==> src/sv/u8to16_pkg.sv <==
// Types and constants for the UTF-8 to UTF-16 transcoder.
// Depends on nothing; imported by every module of the block.
package u8to16_pkg;

	localparam logic [2:0] ST_UNIT     = 3'd0;
	localparam logic [2:0] ST_END      = 3'd1;
	localparam logic [2:0] ST_BAD_LEAD = 3'd2;
	localparam logic [2:0] ST_TRUNC    = 3'd3;
	localparam logic [2:0] ST_INCOMP   = 3'd4;
	localparam logic [2:0] ST_INVALID  = 3'd5;
	localparam logic [2:0] ST_OVERLONG = 3'd6;

	localparam logic [20:0] POINT_MAX = 21'h10ffff;
	localparam logic [20:0] SURR_LO   = 21'h00d800;
	localparam logic [20:0] SURR_HI   = 21'h00dfff;
	localparam logic [20:0] LIM_ONE   = 21'h000080;
	localparam logic [20:0] LIM_TWO   = 21'h000800;
	localparam logic [20:0] LIM_THREE = 21'h010000;
	localparam logic [15:0] HIGH_BASE = 16'hd7c0;
	localparam logic [15:0] LOW_BASE  = 16'hdc00;

	typedef struct packed {
		logic [15:0] unit_value;
		logic [2:0]  status;
		logic        string_end;
		logic        last_of_run;
	} res_t;

	typedef struct packed {
		logic [1:0] count;
		res_t       r0;
		res_t       r1;
	} dec_t;

endpackage

==> src/sv/u8to16_decode.sv <==
// Decode state and result logic for one UTF-8 byte.
// Depends on u8to16_pkg; instantiated by utf8_to_utf16_transcoder.
module u8to16_decode import u8to16_pkg::*; (
	input  logic       clk,
	input  logic       arst_n,
	input  logic       advance,
	input  logic [7:0] byte_s1,
	output dec_t       dec
);

	logic [1:0]  rem_q, rem_n;
	logic [2:0]  seq_q, seq_n;
	logic [20:0] pp_q, pp_n;
	logic        failed_q, failed_n;

	logic [20:0] pp_cat;
	logic [20:0] cp_sel;
	logic [2:0]  len_sel;
	logic        is_invalid;
	logic        is_overlong;
	logic [15:0] hi_unit;
	logic [15:0] lo_unit;
	logic        emit_en;

	assign pp_cat  = {pp_q[14:0], byte_s1[5:0]};
	assign cp_sel  = (rem_q != 2'd0) ? pp_cat : {13'd0, byte_s1};
	assign len_sel = (rem_q != 2'd0) ? seq_q : 3'd1;

	assign is_invalid = (cp_sel > POINT_MAX) || ((cp_sel >= SURR_LO) && (cp_sel <= SURR_HI));

	always_comb begin
		priority if (cp_sel < LIM_ONE) begin
			is_overlong = (len_sel != 3'd1);
		end else if (cp_sel < LIM_TWO) begin
			is_overlong = (len_sel != 3'd2);
		end else if (cp_sel < LIM_THREE) begin
			is_overlong = (len_sel != 3'd3);
		end else begin
			is_overlong = 1'b0;
		end
	end

	assign hi_unit = {5'd0, cp_sel[20:10]} + HIGH_BASE;
	assign lo_unit = {6'd0, cp_sel[9:0]} + LOW_BASE;

	always_comb begin
		rem_n     = rem_q;
		seq_n     = seq_q;
		pp_n      = pp_q;
		failed_n  = failed_q;
		emit_en   = 1'b0;
		dec.count = 2'd0;
		dec.r0    = '{unit_value: 16'd0, status: ST_UNIT, string_end: 1'b1, last_of_run: 1'b1};
		dec.r1    = '{unit_value: 16'd0, status: ST_UNIT, string_end: 1'b0, last_of_run: 1'b1};

		if (failed_q) begin
			// drop bytes until the terminating zero
			if (byte_s1 == 8'd0) begin
				failed_n = 1'b0;
			end
		end else if (rem_q != 2'd0) begin
			if (byte_s1 == 8'd0) begin
				rem_n = 2'd0;
				seq_n = 3'd0;
				pp_n = 21'd0;
				dec.count = 2'd1;
				dec.r0.status = ST_TRUNC;
			end else if (byte_s1[7:6] != 2'b10) begin
				rem_n = 2'd0;
				seq_n = 3'd0;
				pp_n = 21'd0;
				failed_n = 1'b1;
				dec.count = 2'd1;
				dec.r0.status = ST_INCOMP;
			end else begin
				pp_n = pp_cat;
				rem_n = rem_q - 2'd1;
				emit_en = (rem_q == 2'd1);
			end
		end else if (byte_s1 == 8'd0) begin
			rem_n = 2'd0;
			seq_n = 3'd0;
			pp_n = 21'd0;
			dec.count = 2'd1;
			dec.r0.status = ST_END;
		end else if (!byte_s1[7]) begin
			emit_en = 1'b1;
		end else if (byte_s1[7:5] == 3'b110) begin
			seq_n = 3'd2;
			rem_n = 2'd1;
			pp_n = {16'd0, byte_s1[4:0]};
		end else if (byte_s1[7:4] == 4'b1110) begin
			seq_n = 3'd3;
			rem_n = 2'd2;
			pp_n = {17'd0, byte_s1[3:0]};
		end else if (byte_s1[7:3] == 5'b11110) begin
			seq_n = 3'd4;
			rem_n = 2'd3;
			pp_n = {18'd0, byte_s1[2:0]};
		end else begin
			failed_n = 1'b1;
			dec.count = 2'd1;
			dec.r0.status = ST_BAD_LEAD;
		end

		if (emit_en) begin
			rem_n = 2'd0;
			seq_n = 3'd0;
			pp_n = 21'd0;
			dec.count = 2'd1;
			if (is_invalid) begin
				failed_n = 1'b1;
				dec.r0.status = ST_INVALID;
			end else if (is_overlong) begin
				failed_n = 1'b1;
				dec.r0.status = ST_OVERLONG;
			end else if (cp_sel >= LIM_THREE) begin
				dec.count = 2'd2;
				dec.r0 = '{unit_value: hi_unit, status: ST_UNIT, string_end: 1'b0,
					last_of_run: 1'b0};
				dec.r1 = '{unit_value: lo_unit, status: ST_UNIT, string_end: 1'b0,
					last_of_run: 1'b1};
			end else begin
				dec.r0 = '{unit_value: cp_sel[15:0], status: ST_UNIT, string_end: 1'b0,
					last_of_run: 1'b1};
			end
		end
	end

	always_ff @(posedge clk or negedge arst_n) begin
		if (!arst_n) begin
			rem_q    <= 2'd0;
			seq_q    <= 3'd0;
			pp_q     <= 21'd0;
			failed_q <= 1'b0;
		end else if (advance) begin
			rem_q    <= rem_n;
			seq_q    <= seq_n;
			pp_q     <= pp_n;
			failed_q <= failed_n;
		end
	end

endmodule

==> src/sv/u8to16_outq.sv <==
// Four-entry result queue: takes up to two results a cycle, gives one.
// Depends on u8to16_pkg; instantiated by utf8_to_utf16_transcoder.
module u8to16_outq import u8to16_pkg::*; (
	input  logic clk,
	input  logic arst_n,
	input  logic push,
	input  dec_t dec,
	input  logic pop,
	output logic has_room,
	output logic not_empty,
	output res_t head
);

	localparam int Depth = 4;
	localparam int PtrW  = $clog2(Depth);

	res_t            res_q [Depth];
	logic [PtrW-1:0] wr_ptr_q;
	logic [PtrW-1:0] rd_ptr_q;
	logic [PtrW:0]   count_q;
	logic [PtrW-1:0] wr_ptr_b;
	logic [PtrW:0]   push_n;

	assign wr_ptr_b  = wr_ptr_q + PtrW'(1);
	assign push_n    = push ? {{(PtrW-1){1'b0}}, dec.count} : '0;
	assign has_room  = (count_q <= (PtrW+1)'(Depth - 2));
	assign not_empty = (count_q != '0);
	assign head      = res_q[rd_ptr_q];

	always_ff @(posedge clk) begin
		for (int i = 0; i < Depth; i++) begin
			if (push && (dec.count != 2'd0) && (wr_ptr_q == PtrW'(i))) begin
				res_q[i] <= dec.r0;
			end
			if (push && (dec.count == 2'd2) && (wr_ptr_b == PtrW'(i))) begin
				res_q[i] <= dec.r1;
			end
		end
	end

	always_ff @(posedge clk or negedge arst_n) begin
		if (!arst_n) begin
			wr_ptr_q <= '0;
			rd_ptr_q <= '0;
			count_q  <= '0;
		end else begin
			wr_ptr_q <= wr_ptr_q + push_n[PtrW-1:0];
			if (pop) begin
				rd_ptr_q <= rd_ptr_q + PtrW'(1);
			end
			count_q <= count_q + push_n - ((PtrW+1)'(pop));
		end
	end

endmodule

==> src/sv/utf8_to_utf16_transcoder.sv <==
// Top level of the UTF-8 to UTF-16 transcoder.
// Depends on u8to16_pkg, u8to16_decode and u8to16_outq.
//
// Accepts one UTF-8 byte per cycle while the queue has room and gives one
// result per cycle while out_stall is low: a byte is registered, decoded and
// written to a four-entry result queue, which holds its results until read.
// A byte that completes a code point above 0xFFFF gives a surrogate pair,
// which leaves one unit at a time; the queue's single read port sets the
// output rate, and input is held while fewer than two queue entries are free.
// A byte that only advances a sequence, or any byte after an error up to the
// terminating zero, gives no result.
module utf8_to_utf16_transcoder import u8to16_pkg::*; (
	input  logic        clk,
	input  logic        arst_n,
	input  logic        in_valid,
	output logic        in_stall,
	input  logic [7:0]  data_byte,
	output logic        out_valid,
	input  logic        out_stall,
	output logic [15:0] unit_value,
	output logic [2:0]  status,
	output logic        string_end,
	output logic        last_of_run
);

	logic [7:0] byte_s1;
	logic       valid_s1;
	logic       advance;
	logic       has_room;
	logic       pop;
	dec_t       dec;
	res_t       head;

	assign advance  = valid_s1 && has_room;
	assign in_stall = valid_s1 && !has_room;
	assign pop      = out_valid && !out_stall;

	always_ff @(posedge clk) begin
		if (in_valid && !in_stall) begin
			byte_s1 <= data_byte;
		end
	end

	always_ff @(posedge clk or negedge arst_n) begin
		if (!arst_n) begin
			valid_s1 <= 1'b0;
		end else if (in_valid && !in_stall) begin
			valid_s1 <= 1'b1;
		end else if (advance) begin
			valid_s1 <= 1'b0;
		end
	end

	u8to16_decode u_decode (
		.clk     (clk),
		.arst_n  (arst_n),
		.advance (advance),
		.byte_s1 (byte_s1),
		.dec     (dec)
	);

	u8to16_outq u_outq (
		.clk       (clk),
		.arst_n    (arst_n),
		.push      (advance),
		.dec       (dec),
		.pop       (pop),
		.has_room  (has_room),
		.not_empty (out_valid),
		.head      (head)
	);

	assign unit_value  = head.unit_value;
	assign status      = head.status;
	assign string_end  = head.string_end;
	assign last_of_run = head.last_of_run;

endmodule

==> config.mk <==
export PLATFORM = sky130hd
export DESIGN_NAME = utf8_to_utf16_transcoder
export DESIGN_NICKNAME = d
export VERILOG_FILES = /design/src/sv/u8to16_pkg.sv /design/src/sv/u8to16_decode.sv /design/src/sv/u8to16_outq.sv /design/src/sv/utf8_to_utf16_transcoder.sv
export SDC_FILE = /design/constraint.sdc
export NUM_CORES = 1
export LEC_CHECK = 0
export ABC_AREA = 1
export ABC_CLOCK_PERIOD_IN_PS = 4850
export BUFFER_PORTS_ARGS = -buffer_cell sky130_fd_sc_hd__buf_2
export CAP_MARGIN = 25
export CELL_PAD_IN_SITES_DETAIL_PLACEMENT = 2
export CELL_PAD_IN_SITES_GLOBAL_PLACEMENT = 2
export CORE_ASPECT_RATIO = 0.6
export CORE_UTILIZATION = 37
export DETAILED_ROUTE_END_ITERATION = 10
export PLACE_DENSITY_LB_ADDON = 0.05
export SETUP_SLACK_MARGIN = 0.5
export SYNTH_ARGS = -nofsm -noshare
export SYNTH_HDL_FRONTEND = slang
export SYNTH_HIERARCHICAL = 1
export SYNTH_SLANG_ARGS = --single-unit
==> constraint.sdc <==
create_clock -name clk -period 4.85 [get_ports clk]
set_input_delay 0.2425 -clock clk [delete_from_list [all_inputs] [get_ports clk]]
set_output_delay 0.2425 -clock clk [all_outputs]
set_load 0.02 [all_outputs]
==> summary.txt <==
Clock network
  – CTS max path bufs: 2
  – Worst skew pair latency: 0.42 ns
  – CTS tree: yes
  – CTS Root Cell: clkbuf_16
  – Clk sinks: 121
  – Number of buffers created by CTS: 17
  – Cts repair resizes: 0
  – H-Tree Depth: 4
  – Clock slew at reported path FFs: 0.06 ns

Floorplanning
  – Die H: 111 um
  – Starting density of the core: 0.380
  – I/O pin count: 35
  – Die X-Extent: 183 um
  – Core area: 19100 sq um
  – # rows: 39
  – DIE AREA: 20300 sq um

Route
  – WL per Instance: 20.2 um
  – DR DRC count: 0
  – WL final: 25.0 mm
  – DR iter-0 viols: 295
  – Antenna viol nets, final: 0
  – Vias per cell: 5.22
  – Vias: 6456
  – Initial DRT Pass Iterations: 5

Final layout
  – Layout area overhead: 13.6%
  – Share of cells above drive strength 1: 0.146
  – ANT cells: 0
  – Filler cells: 2180
  – Final-stage net count: 974
  – Final instance area: 8270 sq um

Global route
  – GRT overflow: 0
  – First-pass GRT wire length: 40.1 mm
  – Initial antenna violation count: 0
  – Vias in the first global route: 6978
  – Total GRT Usage: 0.264
  – Pin count of the biggest net entering global routing: 55

Timing
  – RSZ-0062 raised after global routing: true
  – PnR worst setup slack: 0.783 ns
  – Final setup violation count: 0
  – Fmax: 0.246 GHz
  – Worst Tran Pin Value: 0.964 ns
  – Worst Skew: 0.00909 ns
  – Slew Limit Fails: 0
  – Fin crit share: 0.839
  – Max_slew headroom: 0.357
  – Final Hold Vio Count: 0
  – Sum Neg Setup Slack: 0 ns
  – Min Tclk post-route: 4.07 ns

Power
  – Peak supply drop: 0.000246 V
  – Switch share: 0.431
  – Clk pwr share: 0.297
  – Net Switching: 1900 uW
  – Comb power frac: 0.391
  – Leak: 0.00376 uW
  – Overall power: 4410 uW
  – Reg power frac: 0.313
  – Internal power: 2510 uW
  – Pwr Density: 533 nW/um^2

Hold path
  – Hold WC Path Type: input port to flop

Synthesis
  – Netlist Area Pre-Place: 7280 sq um
  – Yosys warnings: 6
  – Synth Register Bits: 121
  – Post-synthesis sequential area ratio: 0.479
  – Synthesized area per cell: 7.78 sq um
  – Yosys cell types: 39
  – Synthesized netlist cell count: 935

Critical path
  – CP Capture Type: flop
  – Reg2reg setup slack: 0.78 ns
  – Setup crit start kind: flop
  – Critical path type: flop to flop
  – Crit Path Max Fanout: 20
  – CP arrival: 4.19 ns
  – Data required time of the worst path: 4.97 ns

Place
  – PortBufs: 34
  – Cell Area, Placed: 7590 sq um
  – Final HPWL DP: 17.3 mm
  – RD Place Congestion: 0.851
  – Post-place setup slack: 0.781 ns

Run
  – Max-cap violations: 0

Outcome
  – Status: finished clean
==> routing by layer <==
layer,wire [um],vias up,track usage
met4,310,0,0.0600
met1,12000,3280,0.356
li1,-,3038,-
met2,11900,116,0.435
met3,800,22,0.0518
met5,0,-,0
==> layout by cell type (no fill, tap or decap), drive strengths merged, types with 7 or more instances in the layout <==
master	count
edfxtp	92
o21ai	46
inv	91
dlygate4sd3	7
o211ai	24
a21oi	11
dfrtp	29
clkinv	7
nand3	100
nand2	360
clkbuf	17
buf	53
nor2	94
==> cell usage after synthesis, drive strengths merged <==
master	n	area [sq um]
inv	90	338
o21ai	46	253
a31oi	1	6.26
nor3	6	40.0
nor2	94	473
or2	1	6.26
nand4	5	46.3
edfxtp	92	2760
nand2	360	1380
fa	1	20.0
dfrtp	29	726
o21bai	1	11.3
nand3	100	505
conb	2	7.51
buf	46	303
a21oi	11	62.6
clkbuf	15	56.3
nand3b	1	7.51
clkinv	1	3.75
xor2	3	26.3
o22ai	1	6.26
o211ai	24	180
ha	4	50.1
xnor2	1	8.76
==> cells by family after synthesis <==
kind of cell / synth area share
and+or+nand+nor: 0.338
buffers and inverters: 0.0963
AOI/OAI and AO/OA: 0.0713
adders and majority gates: 0.00963
xor gates and xnor gates: 0.00481
DFF: 0.479
other: 0.00103
==> state kept, by name, indices dropped and copies added (netlist names) <==
name,flops
u_outq/res_q,84
u_outq/wr_ptr_q,2
u_outq/count_q,3
u_outq/rd_ptr_q,2
byte_s1,8
u_decode/rem_q,2
u_decode/pp_q,15
valid_s1,1
u_decode/failed_q,1
u_decode/seq_q,3
==> what timing repair did <==
| action | CTS | global route |
|---|---|---|
| endpoints found under the setup margin | 0 | 20 |
| hold buffers | 7 | 0 |
| setup buffers | 0 | 0 |
| endpoints found under the hold margin | 35 | 0 |
==> power by group through the flow <==
stage	clock (uW)	combinational [uW]	sequential [uW]
finish	1310	1720	1380
CTS	1330	1730	1380
floorplan	0	1210	1320
global placement	0	1620	1390
detailed placement	0	1700	1400
global route	1380	1910	1400
==> final timing paths <==
check                             startpoint                  end  cells after the start
setup / recovery           u_decode/rem_q[0]  u_outq/res_q[2][20]                     12
hold / removal                  data_byte[5]           byte_s1[5]                      1
setup reg to reg           u_decode/rem_q[0]  u_outq/res_q[2][20]                     12
hold reg to reg            u_decode/rem_q[1]    u_decode/rem_q[1]                      2
max in group asynchronous             arst_n   u_outq/rd_ptr_q[0]                      2
min in group asynchronous             arst_n    u_decode/rem_q[0]                      2
==> stage by stage <==
step,utilization,instances,hold slack [ns]
after floorplan,-,939,-0.0531
after global placement,0.397,1196,0.310
after detailed placement,0.397,1196,0.330
after CTS,0.432,1235,0.0196
after global routing,0.432,1236,0.00541
final,0.432,1236,0.0292
==> cell type report <==
cell class                      count  area [sq um]  area share
Sequential cell                   121          3490       0.422
Multi-Input combinational cell    666          3120       0.377
Clock buffer                       17           425      0.0515
Timing Repair Buffer               60           383      0.0463
Inverter                           91           342      0.0413
Tap cell                          266           333      0.0403
Clock inverter                     15           176      0.0213
==> worst max-delay path: stages (launching register included) <==
cell and delay (ns):
dfrtp_1 0.37, inv_1 0.07, ha_1 0.22, inv_2 0.34, nand2_1 0.21, nor3_1 0.24, nand3b_1 0.09, nand2_1 0.11
nor2_2 0.06, o21ai_0 0.48, o21ai_0 0.39, o21ai_2 0.83, buf_4 0.33
Note: power is estimated with default switching activity, not from simulation.
